File: config.mk
export PLATFORM = sky130hd
export DESIGN_NAME = dpr_front
export DESIGN_NICKNAME = d
export VERILOG_FILES = /design/src/sv/disparity_to_point_reprojection_top_assert.svh /design/src/sv/dpr_pkg.sv /design/src/sv/dpr_front.sv
export SDC_FILE = /design/constraint.sdc
export NUM_CORES = 1
export LEC_CHECK = 0
export BUFFER_PORTS_ARGS = -buffer_cell sky130_fd_sc_hd__buf_2
export CAP_MARGIN = 10
export CORE_ASPECT_RATIO = 0.75
export CORE_MARGIN = 5
export CORE_UTILIZATION = 35
export CTS_BUF_LIST = sky130_fd_sc_hd__clkbuf_8
export CTS_CLUSTER_DIAMETER = 40
export DETAILED_ROUTE_END_ITERATION = 8
export GPL_TIMING_DRIVEN = 0
export PLACE_DENSITY = 0.57
export SYNTH_ARGS = -nofsm -noshare
export SYNTH_HDL_FRONTEND = slang
export SYNTH_SLANG_ARGS = --single-unit
File: constraint.sdc
create_clock -name i_clk -period 4.3 [get_ports i_clk]
set_clock_uncertainty 0.1 [all_clocks]
set_input_delay 0.215 -clock i_clk [delete_from_list [all_inputs] [get_ports i_clk]]
set_output_delay 0.215 -clock i_clk [all_outputs]
set_load 0.05 [all_outputs]
File: src/sv/disparity_to_point_reprojection_top_assert.svh
// Assertion macros shared by the reprojection block.
`ifndef DISPARITY_TO_POINT_REPROJECTION_TOP_ASSERT_SVH
`define DISPARITY_TO_POINT_REPROJECTION_TOP_ASSERT_SVH

// Implication checked at every rising clock edge outside reset.
`define DPR_ASSERT_IMPL(label, clk, rst_n, ante, cons) \
    label: assert property (@(posedge clk) disable iff (!rst_n) (ante) |-> (cons)) \
        else $error("assertion failed");

// Next-cycle implication checked outside reset.
`define DPR_ASSERT_NEXT(label, clk, rst_n, ante, cons) \
    label: assert property (@(posedge clk) disable iff (!rst_n) (ante) |=> (cons)) \
        else $error("assertion failed");

`endif

File: src/sv/dpr_pkg.sv
package dpr_pkg;
    localparam int unsigned MaxWidthDef  = 4096;
    localparam int unsigned MaxPointsDef = 1048576;
    localparam int unsigned DivBits      = 64;
    localparam int unsigned QueueDepth   = 2;

    typedef enum logic [7:0] {
        REG_FOCAL_X    = 8'd0,
        REG_FOCAL_Y    = 8'd1,
        REG_CENTER_X   = 8'd2,
        REG_CENTER_Y   = 8'd3,
        REG_DISP_SCALE = 8'd4,
        REG_DISP_OFFS  = 8'd5,
        REG_BASELINE   = 8'd6,
        REG_IMG_WIDTH  = 8'd7
    } t_reg_idx;

    // Classified pixel handed from front to back.
    typedef struct packed {
        logic [11:0] col;
        logic [11:0] row;
        logic        over;
        logic [7:0]  inten;
        logic [16:0] disp;
    } t_job;

    // Saturate sign/magnitude to 32-bit two's complement.
    function automatic logic [31:0] sat32(input logic [63:0] mag, input logic neg);
        logic [31:0] res;
        if (neg) begin
            if (mag >= 64'h8000_0000) res = 32'h8000_0000;
            else res = 32'd0 - mag[31:0];
        end else begin
            if (mag > 64'h7FFF_FFFF) res = 32'h7FFF_FFFF;
            else res = mag[31:0];
        end
        return res;
    endfunction
endpackage

File: src/sv/dpr_front.sv
module dpr_front #(
    parameter int unsigned MAX_WIDTH  = dpr_pkg::MaxWidthDef,
    parameter int unsigned MAX_POINTS = dpr_pkg::MaxPointsDef
) (
    input  logic          i_clk,
    input  logic          i_rst_n,
    input  logic          i_valid,
    output logic          o_ready,
    input  logic [16:0]   i_disp,
    input  logic [7:0]    i_inten,
    input  logic          i_sof,
    input  logic [12:0]   i_image_width,
    output logic          o_push,
    output dpr_pkg::t_job o_job,
    input  logic          i_full
);
    import dpr_pkg::*;
    localparam int unsigned PcW = $clog2(MAX_POINTS + 1);

    logic [11:0]    r_col, r_row, n_col, n_row, col_now, row_now;
    logic [PcW-1:0] r_pc, n_pc, pc_now;
    logic [14:0]    width;

    assign o_ready = !i_full;
    assign o_push  = i_valid && !i_full;

    always_comb begin
        width = {2'b0, i_image_width};
        if (i_image_width == 13'd0 || 32'(i_image_width) > MAX_WIDTH) width = 15'(MAX_WIDTH);
        col_now = i_sof ? 12'd0 : r_col;
        row_now = i_sof ? 12'd0 : r_row;
        pc_now  = i_sof ? '0 : r_pc;
        o_job.col   = col_now;
        o_job.row   = row_now;
        o_job.over  = 32'(pc_now) >= MAX_POINTS;
        o_job.inten = i_inten;
        o_job.disp  = i_disp;
        n_pc = (32'(pc_now) < MAX_POINTS) ? pc_now + 1'b1 : pc_now;
        if (15'(col_now) + 15'd1 >= width) begin
            n_col = 12'd0;
            n_row = row_now + 12'd1;
        end else begin
            n_col = col_now + 12'd1;
            n_row = row_now;
        end
    end

    always_ff @(posedge i_clk) begin
        if (!i_rst_n) begin
            r_col <= '0; r_row <= '0; r_pc <= '0;
        end else if (o_push) begin
            r_col <= n_col; r_row <= n_row; r_pc <= n_pc;
        end
    end
endmodule

==> impl_metrics.py, run 1 <==
metrics = {
    "layout": {
        "design_area_sq_um": 3900,
        "drive_gt1_share_pct": 24.0,
        "final_nets": 557,
        "antennaDiodeCount": 0,
        "final.fill_count": 939,
        "final_cells": 627,
        "area_delta_synth_final_pct": 18.8,
    },
    "grt": {
        "antenna_found_initial": 0,
        "grt_use_total_pct": 16.5,
        "grt_first_pass_wirelength_um": 15400,
        "grt_overflow": 0,
        "grt_pass1_vias": 3121,
        "grt_max_degree": 20,
    },
    "yosys": {
        "synth.mux.area_fraction_pct": 0.686,
        "synth_area_leader_cell": "dfxtp_1",
        "yosys_register_bits": 45,
        "synth_xor_area_share_pct": 5.87,
        "synth_area_sq_um": 3280,
        "synth_nets": 482,
        "post_synth_and_or_nand_nor_area_fraction_pct": 36.6,
        "synth_cells": 423,
        "number_of_synthesized_flops_with_an_enable_pin": 0,
        "area_share_of_the_leading_cell_type_in_the_synthesized_netlist_pct": 27.5,
        "postSynth.asyncResetShare_pct": 0,
        "syn_avg_cell_area_sq_um": 7.76,
        "synth_seq_area_share_pct": 27.5,
        "yosys_warnings": 0,
        "largest_family_of_logic_cells_by_synthesized_area": "simple AND/OR/NAND/NOR gates",
        "ys.flop_type": "dfxtp_1",
        "post_synthesis_compound_gate_area_fraction_pct": 13.1,
        "post_synth_num_cell_types": 53,
        "yosys.area_share.adder_pct": 6.10,
        "netlist_top_cells_area": "dfxtp_1, ha_1, buf_4",
    },
    "pwr": {
        "intPower_uw": 646,
        "p_comb_share_pct": 19.1,
        "p_clk_share_pct": 35.5,
        "p_leak_uw": 0.00162,
        "power-per-cell-area_nw_per_um2": 238,
        "power_uw": 928,
        "total_switching_power_uw": 282,
        "power_frac_seq_pct": 45.4,
        "irDropWorstVdd_mv": 0.168,
        "power.switching_fraction_pct": 30.4,
    },
    "cts": {
        "ctsRootBufferMaster": "clkbuf_8",
        "cts_buffer_depth": 2,
        "cts_num_sinks": 45,
        "tritoncts_clock_tree": "done",
        "insertion_delay_ps": 310,
        "htreeDepth": 2,
        "cts_inserted_buffers": 5,
        "clkTransAtPathRegs_ps": 100,
    },
    "placement": {
        "globalplace.congestion": 0.836,
        "pre_cts_ws_ps": -558,
        "place.detailed.instances": 620,
        "place_area_sq_um": 3790,
        "io_buffer_count": 69,
        "detailed_place_hpwl_um": 7260,
    },
    "die": {
        "fp.dieW_um": 122,
        "floorplan.core_area_sq_um": 9080,
        "io_pins": 95,
        "dieArea_sq_um": 11400,
        "num_rows": 30,
        "initial_utilization_pct": 36.1,
        "die_h_um": 93.8,
    },
    "detailed_routing": {
        "count_of_vias_placed_by_the_detailed_router": 3313,
        "detail_route.vias_per_cell": 5.28,
        "length_of_the_first_detailed_routing_pass_in_iterations": 5,
        "drt-total-wl_um": 9520,
        "ant_nets": 0,
        "first_iter_violations": 210,
        "avgRoutedWirePerCell_um": 15.2,
        "drc": 0,
    },
    "timing": {
        "final-hold-violation-count": 0,
        "timing_worst_slew_pin_value_ps": 842,
        "finalWorstPathRequiredPeriod_ps": 3880,
        "slew_headroom_pct": 43.7,
        "hold-worst-slack_ps": 214,
        "fmaxAchievable_ghz": 0.258,
        "timing.final.setup_violations": 0,
        "final.period_utilization_pct": 90.2,
        "fin_ws_ps": 421,
        "report.final.slew_viol_count": 0,
        "rsz0062_at_grt": "false",
    },
    "hold_path": {
        "hold_path.class": "primary input to flop",
    },
    "setup_path": {
        "start_kind": "primary input",
        "critPathMaxFanout": 19,
        "r2r_slack_ps": 670,
        "timing.critical_path.required_ps": 4420,
        "timing.setup.critical_path_class": "primary input to flop",
        "end_kind": "flop",
        "worst-endpoint-arrival_ps": 4000,
    },
    "run": {
        "max_cap_violation_count": 0,
    },
    "run_status": {
        "run_status": "completed",
    },
}
==> repair_timing <==
| action | 4_1_cts | 5_1_grt |
|---|---|---|
| endpoints found under the setup margin | 20 | 13 |
| hold buffers | 0 | 0 |
| buffers inserted | 0 | 0 |
| resized for setup | 0 | 4 |
==> power groups by stage <==
stage	sequential, uW	combinational, uW	clock, uW
finish	422	177	329
global placement	431	177	0
CTS	422	177	337
global route	422	191	354
floorplan	431	128	0
detailed placement	431	178	0
==> cells in the final DEF, fill, tap and decap left out, types with 15 or more instances in the layout <==
cell      n
buf_4    25
xor2_1   15
dfxtp_1  45
nand2_1  42
nor2b_1  24
ha_1     16
nand3_1  21
buf_2    74
nand4_1  18
a21oi_1  22
nor2_1   38
==> path summary, 6_finish.rpt <==
kind / from / endpoint / cells past startpoint
max reg2reg: r_col[0] / r_row[4] / 13
min reg2reg: r_col[8] / r_col[8] / 2
min: i_rst_n / r_col[11] / 3
max: i_sof / r_row[4] / 17
==> per-stage QoR <==
step	util, %	TNS (ps)
3_3_place_gp	41.7	-8550
4_1_cts	42.9	0
2_1_floorplan	-	0
3_5_place_dp	41.7	-9320
6_report	42.9	0
5_1_grt	42.9	0
==> Yosys cell counts, types with 11 or more instances <==
cell type,number
dfxtp_1,45
nand2_1,42
nor2_1,38
buf_4,25
nor2b_1,24
a21oi_1,22
nand3_1,21
nand4_1,18
ha_1,16
clkbuf_1,15
xor2_1,15
nand2b_1,12
o21ai_0,11
==> final cells by class <==
cell class	count	area, sq um	share of cell area, %
Clock inverter	3	42.5	1.09
Timing Repair Buffer	69	345	8.86
Sequential cell	45	901	23.1
Tap cell	128	160	4.11
Clock buffer	5	68.8	1.77
Buffer	47	294	7.55
Multi-Input combinational cell	320	2050	52.5
Inverter	10	37.5	0.963
==> cell families after synthesis <==
logic type,Yosys count
and+or+nand+nor,215
AOI/OAI and AO/OA,65
buffers and inverters,58
DFF,45
xor gates and xnor gates,22
adders and majority gates,16
muxes,2
==> routing by layer <==
layer / track usage (%) / vias to the layer above / wire, um
met4: 3.45 / 0 / 83
met1: 23.6 / 1530 / 4740
met5: 0 / - / 0
li1: - / 1645 / -
met2: 26.0 / 123 / 4150
met3: 2.89 / 15 / 545
==> critical path, stage by stage <==
cell and delay, ps:
buf_2 140, buf_6 150, buf_2 260, clkbuf_2 290, nor2b_1 200, ha_1 240, nand4_1 150, nor2_1 220
and3_1 220, xor2_1 250, ha_1 290, a21oi_1 170, o22ai_2 150, nor4_2 400, clkbuf_2 320, nor4_1 80
a211oi_1 230
==> flip-flops by register name (all words and copies together) (netlist names) <==
signal	flops
r_pc	21
r_row	12
r_col	12
Note: power is estimated with default switching activity, not from simulation.
==> inputs of run 2 (changes only) <==
--- a/config.mk
+++ b/config.mk
@@ -15,6 +15,7 @@
 export DETAILED_ROUTE_END_ITERATION = 8
 export GPL_TIMING_DRIVEN = 0
 export PLACE_DENSITY = 0.57
+export REMOVE_ABC_BUFFERS = 1
 export SYNTH_ARGS = -nofsm -noshare
 export SYNTH_HDL_FRONTEND = slang
 export SYNTH_SLANG_ARGS = --single-unit
==> run 2 against run 1 <==
Net effect: flip-flop and latch count unchanged; final cell count fell by 11%; maximum frequency grew 0.73%; power down 13%; register-to-register slack worse by 180 ps; first-iteration DRC count is 1.9% lower; hold slack got worse by 14 ps; utilization down 4.5 points; clock power is 9.1% lower; design area fell by 10%; largest power group unchanged; die area stayed put.
==> impl_metrics.py, run 2 (same netlist as run 1, synthesis figures left out) <==
metrics = {
    "grt": {
        "grt_use_total_pct": 15.5,
        "grt_overflow": 0,
        "grt_max_degree": 51,
        "grt_pass1_vias": 2820,
        "antenna_found_initial": 0,
        "grt_first_pass_wirelength_um": 14300,
    },
    "cts": {
        "cts_resized": 0,
        "cts_inserted_buffers": 5,
        "clkTransAtPathRegs_ps": 90,
        "cts_hold_buffers": 0,
        "ctsRootBufferMaster": "clkbuf_8",
        "cts_setup_buffers": 0,
        "tritoncts_clock_tree": "done",
        "cts_buffer_depth": 2,
        "cts_num_sinks": 45,
        "htreeDepth": 2,
        "insertion_delay_ps": 310,
    },
    "timing": {
        "rsz0062_at_grt": "false",
        "tns_ps": 0,
        "final-hold-violation-count": 0,
        "timing.final.setup_violations": 0,
        "fmaxAchievable_ghz": 0.260,
        "timing_worst_slew_pin_value_ps": 1160,
        "finalWorstPathRequiredPeriod_ps": 3850,
        "slew_headroom_pct": 22.5,
        "report.final.slew_viol_count": 0,
        "final.period_utilization_pct": 89.6,
    },
    "detailed_routing": {
        "avgRoutedWirePerCell_um": 15.6,
        "drc": 0,
        "ant_nets": 0,
        "length_of_the_first_detailed_routing_pass_in_iterations": 4,
        "first_iter_violations": 206,
        "detail_route.vias_per_cell": 5.35,
        "drt-total-wl_um": 8690,
        "count_of_vias_placed_by_the_detailed_router": 2974,
    },
    "layout": {
        "final_cell_mix": "buf_2, dfxtp_1, nand2_1",
        "area_delta_synth_final_pct": 6.33,
        "max_flop_register": "r_pc",
        "largest_register_ffs": 21,
        "design_area_sq_um": 3490,
        "layout_top_registers": "r_pc: 21 flops, r_col: 12 flops, r_row: 12 flops",
        "antennaDiodeCount": 0,
        "final_nets": 486,
        "drive_gt1_share_pct": 15.2,
        "util_after_layout_pct": 38.4,
        "final.fill_count": 964,
    },
    "die": {
        "floorplan.core_area_sq_um": 9080,
        "num_rows": 30,
        "dieArea_sq_um": 11400,
        "io_pins": 95,
        "initial_utilization_pct": 36.1,
        "die_h_um": 93.8,
        "fp.dieW_um": 122,
    },
    "setup_path": {
        "critPathMaxFanout": 50,
        "slowest_delay_ps": 690,
        "r2r-start": "r_col[0]",
        "worst-endpoint-arrival_ps": 3950,
        "crit_path_top_delay_cell": "nor4_4",
        "r2r_slack_ps": 490,
        "start_kind": "primary input",
        "cp_cell_sequence": "buf_2 > nor2b_1 > ha_1 > nand4_1 > nor2_1 > and3_1 > and3_1 > ha_1 > a21o_1 > o21bai_1 > nor4_4 > nor4b_1 > o31a_1",
        "timing.setup.critical_path_class": "primary input to flop",
        "end_kind": "flop",
        "timing.critical_path.required_ps": 4400,
        "capture_point_of_the_worst_reg_to_reg_path": "r_row[8]",
        "rr_worst_depth": 12,
    },
    "hold_path": {
        "hold_path.class": "primary input to flop",
        "hold_endpoint": "r_pc[20]",
        "hold_start": "i_full",
        "worst_hold_path.num_cells": 4,
    },
    "placement": {
        "globalplace.congestion": 0.795,
        "place_area_sq_um": 3380,
        "io_buffer_count": 44,
        "detailed_place_hpwl_um": 6210,
    },
    "pwr": {
        "power-per-cell-area_nw_per_um2": 232,
        "p_leak_uw": 0.00136,
        "irDropWorstVdd_mv": 0.124,
    },
    "run": {
        "max_cap_violation_count": 0,
    },
    "run_status": {
        "run_status": "completed",
    },
}
## run 2: worst max-delay path by stage
stage / startpoint / slack [ps] / endpoint
4_1_cts: r_col[0] / 80 / r_row[0]
6_report: i_sof / 450 / r_row[8]
3_5_place_dp: i_sof / -230 / r_row[0]
2_1_floorplan: r_col[0] / 140 / r_row[8]
3_3_place_gp: i_sof / -280 / r_row[8]
5_1_grt: i_sof / 120 / r_col[6]
## run 2: report_power, final
part / internal, uW / switching [uW] / total, uW
Sequential: 419 / 2.77 / 422
Combinational: 25.5 / 63.7 / 89.2
Clock: 146 / 154 / 299
Total: 590 / 220 / 811
## run 2: stage by stage
step           power [uW]  worst slack (ps)  hold slack [ps]  std cells
4_1_cts               823              80.5              195        555
3_5_place_dp          521              -229              331        547
5_1_grt               851               121              215        556
6_report              811               449              200        556
2_1_floorplan         482               137              216        375
3_3_place_gp          518              -283              331        547
## run 2: routing by layer
| metal | GRT usage [%] | routed length, um | up-vias |
|---|---|---|---|
| met3 | 4.76 | 574 | 10 |
| li1 | - | - | 1502 |
| met4 | 4.76 | 129 | 0 |
| met2 | 22.1 | 3590 | 89 |
| met5 | 0.962 | 0 | - |
| met1 | 22.1 | 4400 | 1373 |
## run 2: layout make-up
cell class | instances | area [sq um] | share of cell area (%)
Sequential cell | 45 | 901 | 25.8
Multi-Input combinational cell | 320 | 2060 | 59.1
Clock inverter | 1 | 5.00 | 0.143
Timing Repair Buffer | 45 | 225 | 6.46
Clock buffer | 7 | 96.3 | 2.76
Inverter | 10 | 37.5 | 1.08
Tap cell | 128 | 160 | 4.59
## run 2: worst max-delay path, delay by kind of cell
kind	cells	cell delay, ps
AO/OA/AOI/OAI	3	720
adder cells (fa/ha/maj)	2	630
buffers and inverters	1	670
AND/OR/NAND/NOR	7	1700
