## src/sv/disparity_to_point_reprojection_top_assert.svh

```systemverilog
// Assertion macros shared by the reprojection block.
`ifndef DISPARITY_TO_POINT_REPROJECTION_TOP_ASSERT_SVH
`define DISPARITY_TO_POINT_REPROJECTION_TOP_ASSERT_SVH

// Implication checked at every rising clock edge outside reset.
`define DPR_ASSERT_IMPL(label, clk, rst_n, ante, cons) \
    label: assert property (@(posedge clk) disable iff (!rst_n) (ante) |-> (cons)) \
        else $error("assertion failed");

// Next-cycle implication checked outside reset.
`define DPR_ASSERT_NEXT(label, clk, rst_n, ante, cons) \
    label: assert property (@(posedge clk) disable iff (!rst_n) (ante) |=> (cons)) \
        else $error("assertion failed");

`endif

```

## src/sv/dpr_pkg.sv

```systemverilog
package dpr_pkg;
    localparam int unsigned MaxWidthDef  = 4096;
    localparam int unsigned MaxPointsDef = 1048576;
    localparam int unsigned DivBits      = 64;
    localparam int unsigned QueueDepth   = 2;

    typedef enum logic [7:0] {
        REG_FOCAL_X    = 8'd0,
        REG_FOCAL_Y    = 8'd1,
        REG_CENTER_X   = 8'd2,
        REG_CENTER_Y   = 8'd3,
        REG_DISP_SCALE = 8'd4,
        REG_DISP_OFFS  = 8'd5,
        REG_BASELINE   = 8'd6,
        REG_IMG_WIDTH  = 8'd7
    } t_reg_idx;

    // Classified pixel handed from front to back.
    typedef struct packed {
        logic [11:0] col;
        logic [11:0] row;
        logic        over;
        logic [7:0]  inten;
        logic [16:0] disp;
    } t_job;

    // Saturate sign/magnitude to 32-bit two's complement.
    function automatic logic [31:0] sat32(input logic [63:0] mag, input logic neg);
        logic [31:0] res;
        if (neg) begin
            if (mag >= 64'h8000_0000) res = 32'h8000_0000;
            else res = 32'd0 - mag[31:0];
        end else begin
            if (mag > 64'h7FFF_FFFF) res = 32'h7FFF_FFFF;
            else res = mag[31:0];
        end
        return res;
    endfunction
endpackage

```

## src/sv/dpr_queue.sv

```systemverilog
module dpr_queue (
    input  logic          i_clk,
    input  logic          i_rst_n,
    input  logic          i_push,
    input  dpr_pkg::t_job i_job,
    output logic          o_full,
    input  logic          i_pop,
    output logic          o_avail,
    output dpr_pkg::t_job o_job
);
    import dpr_pkg::*;
    t_job r_mem [QueueDepth];
    logic [$clog2(QueueDepth):0] r_cnt;
    logic [$clog2(QueueDepth)-1:0] r_wp, r_rp;

    assign o_full  = r_cnt == QueueDepth[$clog2(QueueDepth):0];
    assign o_avail = r_cnt != '0;
    assign o_job   = r_mem[r_rp];

    always_ff @(posedge i_clk) begin
        if (i_push) r_mem[r_wp] <= i_job;
    end

    always_ff @(posedge i_clk) begin
        if (!i_rst_n) begin
            r_cnt <= '0; r_wp <= '0; r_rp <= '0;
        end else begin
            if (i_push) r_wp <= r_wp + 1'b1;
            if (i_pop)  r_rp <= r_rp + 1'b1;
            r_cnt <= r_cnt + (i_push ? 1'b1 : 1'b0) - (i_pop ? 1'b1 : 1'b0);
        end
    end

    `include "disparity_to_point_reprojection_top_assert.svh"
    `DPR_ASSERT_IMPL(a_no_overflow, i_clk, i_rst_n, o_full, !i_push)
    `DPR_ASSERT_IMPL(a_no_underflow, i_clk, i_rst_n, !o_avail, !i_pop)
    `DPR_ASSERT_NEXT(a_cnt_range, i_clk, i_rst_n, 1'b1,
        r_cnt <= QueueDepth[$clog2(QueueDepth):0])
endmodule

```

## config.mk

```make
export PLATFORM = sky130hd
export DESIGN_NAME = dpr_queue
export DESIGN_NICKNAME = d
export VERILOG_FILES = /design/src/sv/dpr_pkg.sv /design/src/sv/dpr_queue.sv
export VERILOG_INCLUDE_DIRS = /design/src /design/src/sv
export SDC_FILE = /design/constraint.sdc
export NUM_CORES = 1
export LEC_CHECK = 0
export BUFFER_PORTS_ARGS = -buffer_cell sky130_fd_sc_hd__buf_2
export CELL_PAD_IN_SITES_DETAIL_PLACEMENT = 2
export CELL_PAD_IN_SITES_GLOBAL_PLACEMENT = 2
export CORE_ASPECT_RATIO = 0.7
export CORE_UTILIZATION = 39
export DETAILED_ROUTE_END_ITERATION = 12
export GPL_TIMING_DRIVEN = 0
export PLACE_DENSITY = 0.77
export SYNTH_ARGS = -nofsm -noshare
export SYNTH_HDL_FRONTEND = slang
export SYNTH_SLANG_ARGS = --single-unit
```

## constraint.sdc

```tcl
create_clock -name i_clk -period 3.9 [get_ports i_clk]
set_input_delay 0.195 -clock i_clk [delete_from_list [all_inputs] [get_ports i_clk]]
set_output_delay 0.195 -clock i_clk [all_outputs]
set_load 0.02 [all_outputs]
```

==> metrics.md, run 1 <==
| Metric | Value |
|---|---|
| CTS tree | `yes` |
| WP data required | `3.70 ns` |
| RSZ-0062 raised after global routing | `no` |
| Antenna violations before repair | `0` |
| Global route overflow | `0` |
| DIE HEIGHT | `87.71 µm` |
| Worst skew pair latency | `0.34 ns` |
| Pins over their slew limit | `0` |
| Commonest non-fill, non-tap cell in the layout | `buf_2` |
| Dominant cell type by area after synthesis | `edfxtp_1` |
| Fin crit period | `1.687 ns` |
| Mapped cell area | `4093 µm²` |
| Worst path top cell family by delay | `buffers and inverters` |
| Logic pwr share | `14.8%` |
| Root Buffer | `clkbuf_16` |
| Crit share post-route | `43.25%` |
| Yosys Warn Count | `0` |
| Final Util | `51.67%` |
| Worst Setup End Kind | `primary output` |
| Pwr Density | `516.4 nW/µm²` |
| Post-route cell area | `5140 µm²` |
| # fillers | `906` |
| Vias in the first global route | `2,224` |
| Clock Pin Slew Worst Setup and Hold Paths | `0.07 ns` |
| Main area contributors after synthesis | `edfxtp_1 73%, mux2_4 18%, buf_12 2.4%` |
| Total negative slack | `0 ns` |
| Finished Layout Cells | `428` |
| 1st-iter DRT viols | `75` |
| Register area share after synthesis | `75.82%` |
| Area added between synthesis and finish | `25.59%` |
| Sw Ratio | `22.65%` |
| P_leak | `2.056 nW` |
| DIE AREA | `10,910 µm²` |
| Fmax | `592.8 MHz` |
| Share of the synthesized area in the top cell type | `73.37%` |
| Switch Pwr | `0.0006013 W` |
| Buf+Inv Stages, Crit Path | `3` |
| Placed cell count | `412` |
| Global-route wire length before repair | `12,750 µm` |
| Peak supply drop | `0.3349 mV` |
| Critical path's slowest cell | `dfxtp_1` |
| Dpl hpwl | `5919 µm` |
| Sequential share of power | `49.8%` |
| Status | `finished, final reports clean` |
| Synth unique cells | `13` |
| Setup bufs post-CTS | `0` |
| CTS buffer count | `9` |
| Drt drc | `0` |
| Layout Nets | `351` |
| Diodes inserted | `0` |
| Post_cts resized | `0` |
| Initial core utilization | `41.14%` |
| Max-slew headroom | `49.19%` |
| Largest net degree at the start of global routing | `29` |
| Gr usage total | `16.17%` |
| Routed len/inst | `19.39 µm` |
| Internal power | `0.002053 W` |
| Vias | `2,000` |
| Core area | `9947 µm²` |
| Hold Crit Class | `input pin to flop` |
| Share of layout cells above drive strength 1 | `60.00%` |
| Mapped Cells | `177` |
| H-tree depth | `3` |
| Max Cap Viol | `0` |
| Skew final | `0.004251 ns` |
| Mean Syn Cell Area | `23.12 µm²` |
| Horiz. Die Dim | `124.4 µm` |
| Syn Nets | `233` |
| Worst path cell trace | `buf_6 -> buf_12 -> mux2_4 -> buf_2` |
| Port buffer count | `105` |
| Cell Rows | `30` |
| Largest stage delay on the critical path | `0.33 ns` |
| Most frequent cells in the layout | `105 x buf_2, 100 x edfxtp_1, 50 x mux2_4` |
| Remaining antenna violation count | `0` |
| Slew @ Worst Pin | `0.7605 ns` |
| Post-CTS Hold Buffers | `0` |
| Via density | `4.673` |
| Clock Path Buffers | `2` |
| DP Area | `4827 µm²` |
| Pwr Total | `0.002654 W` |
| Crit Path Max Fanout | `10` |
| Clock Sinks | `105` |
| Drt first pass iters | `4` |
| Worst EP arrival | `1.49 ns` |
| WL final | `8299 µm` |
| Clock Power Share | `35.4%` |
| Placer Congestion | `0.6746` |
| Crit Path Class | `flop to primary output` |
| Boundary pin count | `106` |
| Fin. Hold Viols | `0` |
| CP Launch Type | `flop` |
| #FFs+latches synth | `105` |
| Final setup vio count | `0` |
[synth_stat cells]
| master | instances |
|---|---|
| o21a_1 | 1 |
| inv_1 | 2 |
| dfxtp_1 | 5 |
| ha_1 | 2 |
| xor2_1 | 1 |
| mux2_4 | 50 |
| nor2b_1 | 4 |
| edfxtp_1 | 100 |
| and2_1 | 4 |
| buf_12 | 5 |
| xnor3_1 | 1 |
| or2_2 | 1 |
| buf_6 | 1 |
[final cells by class]
cell class | instances | area (µm²) | share of cell area, %
multi-input cells | 64 | 879.6 | 17.11
repair buffers | 107 | 565.5 | 11.00
plain buffers | 6 | 111.4 | 2.167
clock inverters | 5 | 80.08 | 1.558
well taps | 128 | 160.2 | 3.116
inverters | 2 | 7.507 | 0.1461
clock buffers | 11 | 232.7 | 4.528
flip-flops and latches | 105 | 3103 | 60.37
[state kept, by name, summed over array words and instances, names as in the netlist, named ones only]
signal	count
r_rp	1
r_cnt	2
r_wp	1
r_mem	100
[stage by stage]
| step | worst slack [ns] | hold WS (ns) |
|---|---|---|
| 2_1_floorplan | 0.8733 | 0.2939 |
| 3_3_place_gp | -0.4739 | 0.3824 |
| 3_5_place_dp | 2.281 | 0.3866 |
| 4_1_cts | 2.180 | 0.02856 |
| 5_1_grt | 2.149 | 0.02205 |
| 6_report | 2.213 | 0.04172 |
[power by group through the flow]
stage / clock network (W) / registers, W / logic [W]
3_5_place_dp: 0 / 0.00135 / 0.000397
6_report: 0.000939 / 0.00132 / 0.000392
5_1_grt: 0.00100 / 0.00133 / 0.000418
2_1_floorplan: 0 / 0.00134 / 0.000267
4_1_cts: 0.000964 / 0.00132 / 0.000401
3_3_place_gp: 0 / 0.00135 / 0.000374
[kinds of logic after synthesis]
family                     share of synthesized area (%)
DFF                                                75.82
muxes                                              18.34
and+or+nand+nor                                    1.376
buffers and inverters                              2.904
xor gates and xnor gates                          0.7643
adders and majority gates                         0.6113
AOI/OAI and AO/OA                                 0.1835
[layer usage]
layer | track usage [%] | wire, µm | up-vias | part of all wire, %
li1 | - | - | 923 | -
met1 | 18.37 | 3431 | 992 | 41
met2 | 28.93 | 4251 | 78 | 51
met3 | 6.292 | 558 | 7 | 6.7
met4 | 4.272 | 57 | 0 | 0.69
met5 | 0 | 0 | - | 0
[path summary, 6_finish.rpt]
kind | startpoint | end | slack, ns | depth (start not counted)
worst min register to register | r_rp | flop | 0.65 | 2
worst max register to register | r_wp | r_mem[1][48] | 2.31 | 2
worst min-delay path | i_job[8] | r_mem[0][8] | 0.04 | 1
worst max-delay path | flop | o_job[30] | 2.21 | 4
No activity file was read; power rests on OpenSTA's default activity.
==> run 2, diff against run 1 <==
==> constraint.sdc (replaced) <==
create_clock -name i_clk -period 1.56 [get_ports i_clk]
set_input_delay 0.078 -clock i_clk [delete_from_list [all_inputs] [get_ports i_clk]]
set_output_delay 0.078 -clock i_clk [all_outputs]
set_load 0.02 [all_outputs]
==> run 2 against run 1 <==
Setup slack got worse by 2.2 ns. Global-route usage increased by 2.7 points. Sequential cell count unchanged. Routed wire length increased by 18%. Count of clock-buffer cells in the layout decreased by 1. Non-clock buffer count increased by 49. Register-to-register slack got worse by 2.2 ns. Cell count increased by 12%. Highest routed layer unchanged.
==> metrics.md, run 2 (same netlist as run 1, synthesis figures left out) <==
| Metric | Value |
|---|---|
| Crit Path Class | `flop to primary output` |
| Max Cap Viol | `0` |
| Fmax | `650.7 MHz` |
| RSZ-0062 raised after global routing | `yes` |
| CTS buffer count | `9` |
| Core area | `9947 µm²` |
| Seq. cell area | `3105 µm²` |
| Fin. Hold Viols | `0` |
| Pwr Density | `1170 nW/µm²` |
| Vias in the first global route | `2,577` |
| Critical path's slowest cell | `dfxtp_2` |
| Commonest non-fill, non-tap cell in the layout | `edfxtp_1` |
| DP Area | `4807 µm²` |
| Area added between synthesis and finish | `40.48%` |
| Global route overflow | `0` |
| Status | `finished, final reports clean` |
| Buf+Inv Stages, Crit Path | `3` |
| Switch Pwr | `0.001605 W` |
| Post-route cell area | `5749 µm²` |
| Clock Pin Slew Worst Setup and Hold Paths | `0.06 ns` |
| DIE HEIGHT | `87.71 µm` |
| Worst hold slack | `0.01573 ns` |
| Port buffer count | `105` |
| Diodes inserted | `0` |
| # fillers | `833` |
| Horiz. Die Dim | `124.4 µm` |
| Area occupied by multi-input gates | `889.6 µm²` |
| Slew @ Worst Pin | `0.7053 ns` |
| Finished Layout Cells | `478` |
| Dpl hpwl | `5796 µm` |
| Root Buffer | `clkbuf_16` |
| Max FFs per register | `100` |
| CTS tree | `yes` |
| WL final | `9762 µm` |
| Final Util | `57.80%` |
| Pwr Total | `0.006727 W` |
| Vias | `2,248` |
| Layout Nets | `401` |
| Boundary pin count | `106` |
| Fin crit period | `1.537 ns` |
| Worst path cell trace | `buf_8 -> buf_12 -> mux2_4 -> buf_2` |
| Worst skew pair latency | `0.35 ns` |
| Max-slew headroom | `52.76%` |
| Pins over their slew limit | `0` |
| Gr usage total | `18.92%` |
| 1st-iter DRT viols | `74` |
| Clock Path Buffers | `2` |
| Largest net degree at the start of global routing | `51` |
| Clock Sinks | `105` |
| Largest stage delay on the critical path | `0.33 ns` |
| Share of layout cells above drive strength 1 | `52.00%` |
| Remaining antenna violation count | `0` |
| P_leak | `2.298 nW` |
| Biggest regs | `r_mem (100), r_cnt (2)` |
| Drt drc | `0` |
| Internal power | `0.005122 W` |
| Antenna violations before repair | `0` |
| Crit share post-route | `98.51%` |
| Hold Crit Class | `input pin to flop` |
| Drt first pass iters | `4` |
| Routed len/inst | `20.42 µm` |
| Most frequent cells in the layout | `100 x edfxtp_1, 83 x buf_2, 50 x mux2_4, 50 x dlygate4sd3_1, 20 x buf_6` |
| Clock Power Share | `33.3%` |
| Final setup vio count | `0` |
| Worst Setup End Kind | `primary output` |
| CP Launch Type | `flop` |
| Peak supply drop | `1.054 mV` |
| Placed cell count | `411` |
| Logic pwr share | `17.4%` |
| Skew final | `0.01143 ns` |
| Sequential share of power | `49.3%` |
| Worst EP arrival | `1.46 ns` |
| Crit Path Max Fanout | `10` |
| Placer Congestion | `0.6440` |
| WP data required | `1.48 ns` |
| H-tree depth | `3` |
| Via density | `4.703` |
| Sw Ratio | `23.86%` |
| Reg with most FFs | `r_mem` |
| DIE AREA | `10,910 µm²` |
| Global-route wire length before repair | `14,870 µm` |
| Initial core utilization | `41.14%` |
| Worst path top cell family by delay | `buffers and inverters` |
| Cell Rows | `30` |
[run 2: stage by stage]
step	setup WS [ns]	setup TNS (ns)
3_3_place_gp	-0.3953	-33.47
5_1_grt	-0.02160	-0.1777
6_report	0.02327	0
3_5_place_dp	-0.2879	-16.51
4_1_cts	0.003313	0
2_1_floorplan	0.05545	0
[run 2: timing repair]
item	CTS	global route
endpoints found under the setup margin	94	38
endpoints found under the hold margin	100	0
cloned	1	0
gates resized for setup	5	41
pin swaps	1	0
setup buffers	0	0
hold buffers	50	0
[run 2: layout make-up]
type / instances / share of cell area, %
flip-flops and latches: 105 / 54.02
repair buffers: 156 / 20.46
multi-input cells: 65 / 15.47
clock buffers: 10 / 3.983
well taps: 128 / 2.786
plain buffers: 6 / 2.002
clock inverters: 6 / 1.153
inverters: 2 / 0.1306
[run 2: power by group through the flow]
stage	Combinational (W)	Sequential, W	Clock (W)
after CTS	0.00109	0.00331	0.00228
after detailed placement	0.000979	0.00337	0
after global placement	0.000945	0.00336	0
final	0.00117	0.00332	0.00224
after global routing	0.00123	0.00333	0.00238
after floorplan	0.000670	0.00335	0
[run 2: worst paths after layout]
check | startpoint | endpoint | slack, ns | cells after the start
worst min-delay path | i_rst_n | r_rp | 0.02 | 2
worst max-delay path | flop | o_job[23] | 0.02 | 4
worst max register to register | r_wp | r_mem[1][49] | 0.10 | 1
worst min register to register | r_rp | flop | 0.58 | 2
[run 2: per-layer routing]
layer	share of wire [%]	track usage [%]	up-vias	routed length, µm
met2	52	34.35	87	5084
met3	5.8	6.170	10	566
li1	-	-	1028	-
met1	41	21.77	1123	3998
met4	1.1	5.257	0	112
met5	0	0	-	0
==> run 3, diff against run 2 <==
--- a/config.mk
+++ b/config.mk
@@ -7,7 +7,7 @@
 export NUM_CORES = 1
 export LEC_CHECK = 0
 export BUFFER_PORTS_ARGS = -buffer_cell sky130_fd_sc_hd__buf_2
-export CELL_PAD_IN_SITES_DETAIL_PLACEMENT = 2
+export CELL_PAD_IN_SITES_DETAIL_PLACEMENT = 1
 export CELL_PAD_IN_SITES_GLOBAL_PLACEMENT = 2
 export CORE_ASPECT_RATIO = 0.7
 export CORE_UTILIZATION = 39
==> run 3 against run 2 <==
Critical path depth is the same. Sequential share of layout area down 0.70 points. First-iteration DRC count decreased by 16%. Via count decreased by 4.1%. Routed wire length shrank 19%. Clock skew fell by 0.0079 ns. Critical path type unchanged.
==> metrics.md, run 3 (same netlist as run 1, synthesis figures left out) <==
| Metric | Value |
|---|---|
| Via density | `4.501` |
| Worst skew pair latency | `0.34 ns` |
| Layout Nets | `402` |
| Dpl hpwl | `4741 µm` |
| Crit share post-route | `97.33%` |
| Max-slew headroom | `53.98%` |
| P_leak | `2.334 nW` |
| Peak supply drop | `0.9415 mV` |
| Placer Congestion | `0.6440` |
| Logic pwr share | `18.0%` |
| Routed len/inst | `16.55 µm` |
| # fillers | `900` |
| Biggest regs | `r_mem (100), r_cnt (2)` |
| Gr usage total | `15.03%` |
| Max FFs per register | `100` |
| Crit Path Max Fanout | `10` |
| Post-route cell area | `5824 µm²` |
| Global route overflow | `0` |
| Pins over their slew limit | `0` |
| Internal power | `0.005026 W` |
| Final setup vio count | `0` |
| Max Cap Viol | `0` |
| H-tree depth | `3` |
| Root Buffer | `clkbuf_16` |
| Fin crit period | `1.518 ns` |
| Seq. cell area | `3105 µm²` |
| Switch Pwr | `0.001593 W` |
| Final Util | `58.55%` |
| Antenna violations before repair | `0` |
| Area added between synthesis and finish | `42.31%` |
| Fin. Hold Viols | `0` |
| Worst hold path stage count | `3` |
| Worst Setup End Kind | `primary output` |
| Initial core utilization | `41.14%` |
| 1st-iter DRT viols | `62` |
| Remaining antenna violation count | `0` |
| Worst r2r path cells | `1` |
| Sequential share of power | `49.9%` |
| R2R Path End | `r_mem[1][14]` |
| Fmax | `658.6 MHz` |
| Vias | `2,156` |
| Commonest non-fill, non-tap cell in the layout | `edfxtp_1` |
| Worst hold slack | `0.08866 ns` |
| Drt first pass iters | `4` |
| Largest net degree at the start of global routing | `51` |
| Crit Path Class | `flop to primary output` |
| Vias in the first global route | `2,302` |
| Area occupied by multi-input gates | `889.6 µm²` |
| Skew final | `0.003563 ns` |
| Worst R2R Setup Slack | `0.12 ns` |
| DIE HEIGHT | `87.71 µm` |
| Horiz. Die Dim | `124.4 µm` |
| Clock Power Share | `32.1%` |
| Pwr Density | `1136 nW/µm²` |
| Share of layout cells above drive strength 1 | `52.42%` |
| Sw Ratio | `24.07%` |
| Global-route wire length before repair | `12,020 µm` |
| Drt drc | `0` |
| DP Area | `4807 µm²` |
| Hold Startpoint | `i_pop` |
| Boundary pin count | `106` |
| Reg-to-reg critical path startpoint | `r_wp` |
| Cell Rows | `30` |
| Hold Crit Class | `input pin to flop` |
| Clock Sinks | `105` |
| Clock Path Buffers | `2` |
| CP Launch Type | `flop` |
| Core area | `9947 µm²` |
| Port buffer count | `105` |
| Worst EP arrival | `1.44 ns` |
| Clock Pin Slew Worst Setup and Hold Paths | `0.07 ns` |
| Reg with most FFs | `r_mem` |
| WP data required | `1.48 ns` |
| Status | `finished, final reports clean` |
| CTS tree | `yes` |
| Diodes inserted | `0` |
| CTS buffer count | `9` |
| Most frequent cells in the layout | `100 x edfxtp_1, 71 x buf_2, 51 x dlygate4sd3_1` |
| Slew @ Worst Pin | `0.6904 ns` |
| DIE AREA | `10,910 µm²` |
| WL final | `7927 µm` |
| Setup bufs post-CTS | `0` |
| RSZ-0062 raised after global routing | `yes` |
==> run 3: power by group through the flow <==
stage	combinational, W	sequential, W	clock, W
after floorplan	0.000670	0.00335	0
after global placement	0.000945	0.00336	0
after detailed placement	0.000967	0.00336	0
after CTS	0.00109	0.00330	0.00221
after global routing	0.00126	0.00332	0.00230
final	0.00119	0.00330	0.00212
==> run 3: area by class of cell <==
cell class / count / share of cell area (%)
Buffer: 6 / 1.976
Clock buffer: 9 / 3.867
Clock inverter: 7 / 1.031
Inverter: 2 / 0.1289
Multi-Input combinational cell: 65 / 15.27
Sequential cell: 105 / 53.32
Tap cell: 128 / 2.750
Timing Repair Buffer: 157 / 21.65
==> run 3: metal layers <==
layer | part of all wire [%] | routed length (µm) | global-route usage [%] | vias to the layer above
li1 | - | - | - | 1029
met1 | 44 | 3490 | 18.43 | 1037
met2 | 48 | 3788 | 24.61 | 78
met5 | 0 | 0 | 0 | -
met4 | 1.4 | 111 | 4.929 | 0
met3 | 6.8 | 536 | 5.987 | 12
==> run 3: critical path: stages, from the launching register on <==
cell and delay [ns]:
dfxtp_2 0.33, buf_8 0.14, buf_12 0.16, mux2_4 0.30
buf_2 0.17
==> run 3: how the worst max path moves through the flow <==
stage,endpoint,from,cells after the start
after floorplan,r_mem[0][0],r_wp,1
after global placement,r_mem[0][17],r_wp,1
after detailed placement,r_mem[1][10],r_wp,1
after CTS,o_job[1],flop,4
after global routing,o_job[20],flop,4
final,o_job[20],flop,4
==> run 3: what timing repair did <==
item                                    CTS  global route
gates cloned                              1             0
pin swaps                                 1             0
endpoints found under the setup margin   93            45
gates resized for setup                  11            59
hold buffers                             51             0
hold endpoints to repair                104             0
==> run 3: metrics by stage <==
step / total power [W] / setup WS, ns / TNS, ns / instances
5_1_grt: 0.006880 / -0.02154 / -0.1368 / 479
3_5_place_dp: 0.004332 / -0.2842 / -15.46 / 411
2_1_floorplan: 0.004021 / 0.05545 / 0 / 177
3_3_place_gp: 0.004301 / -0.3953 / -33.47 / 410
4_1_cts: 0.006602 / 0.007539 / 0 / 479
6_report: 0.006619 / 0.04158 / 0 / 479
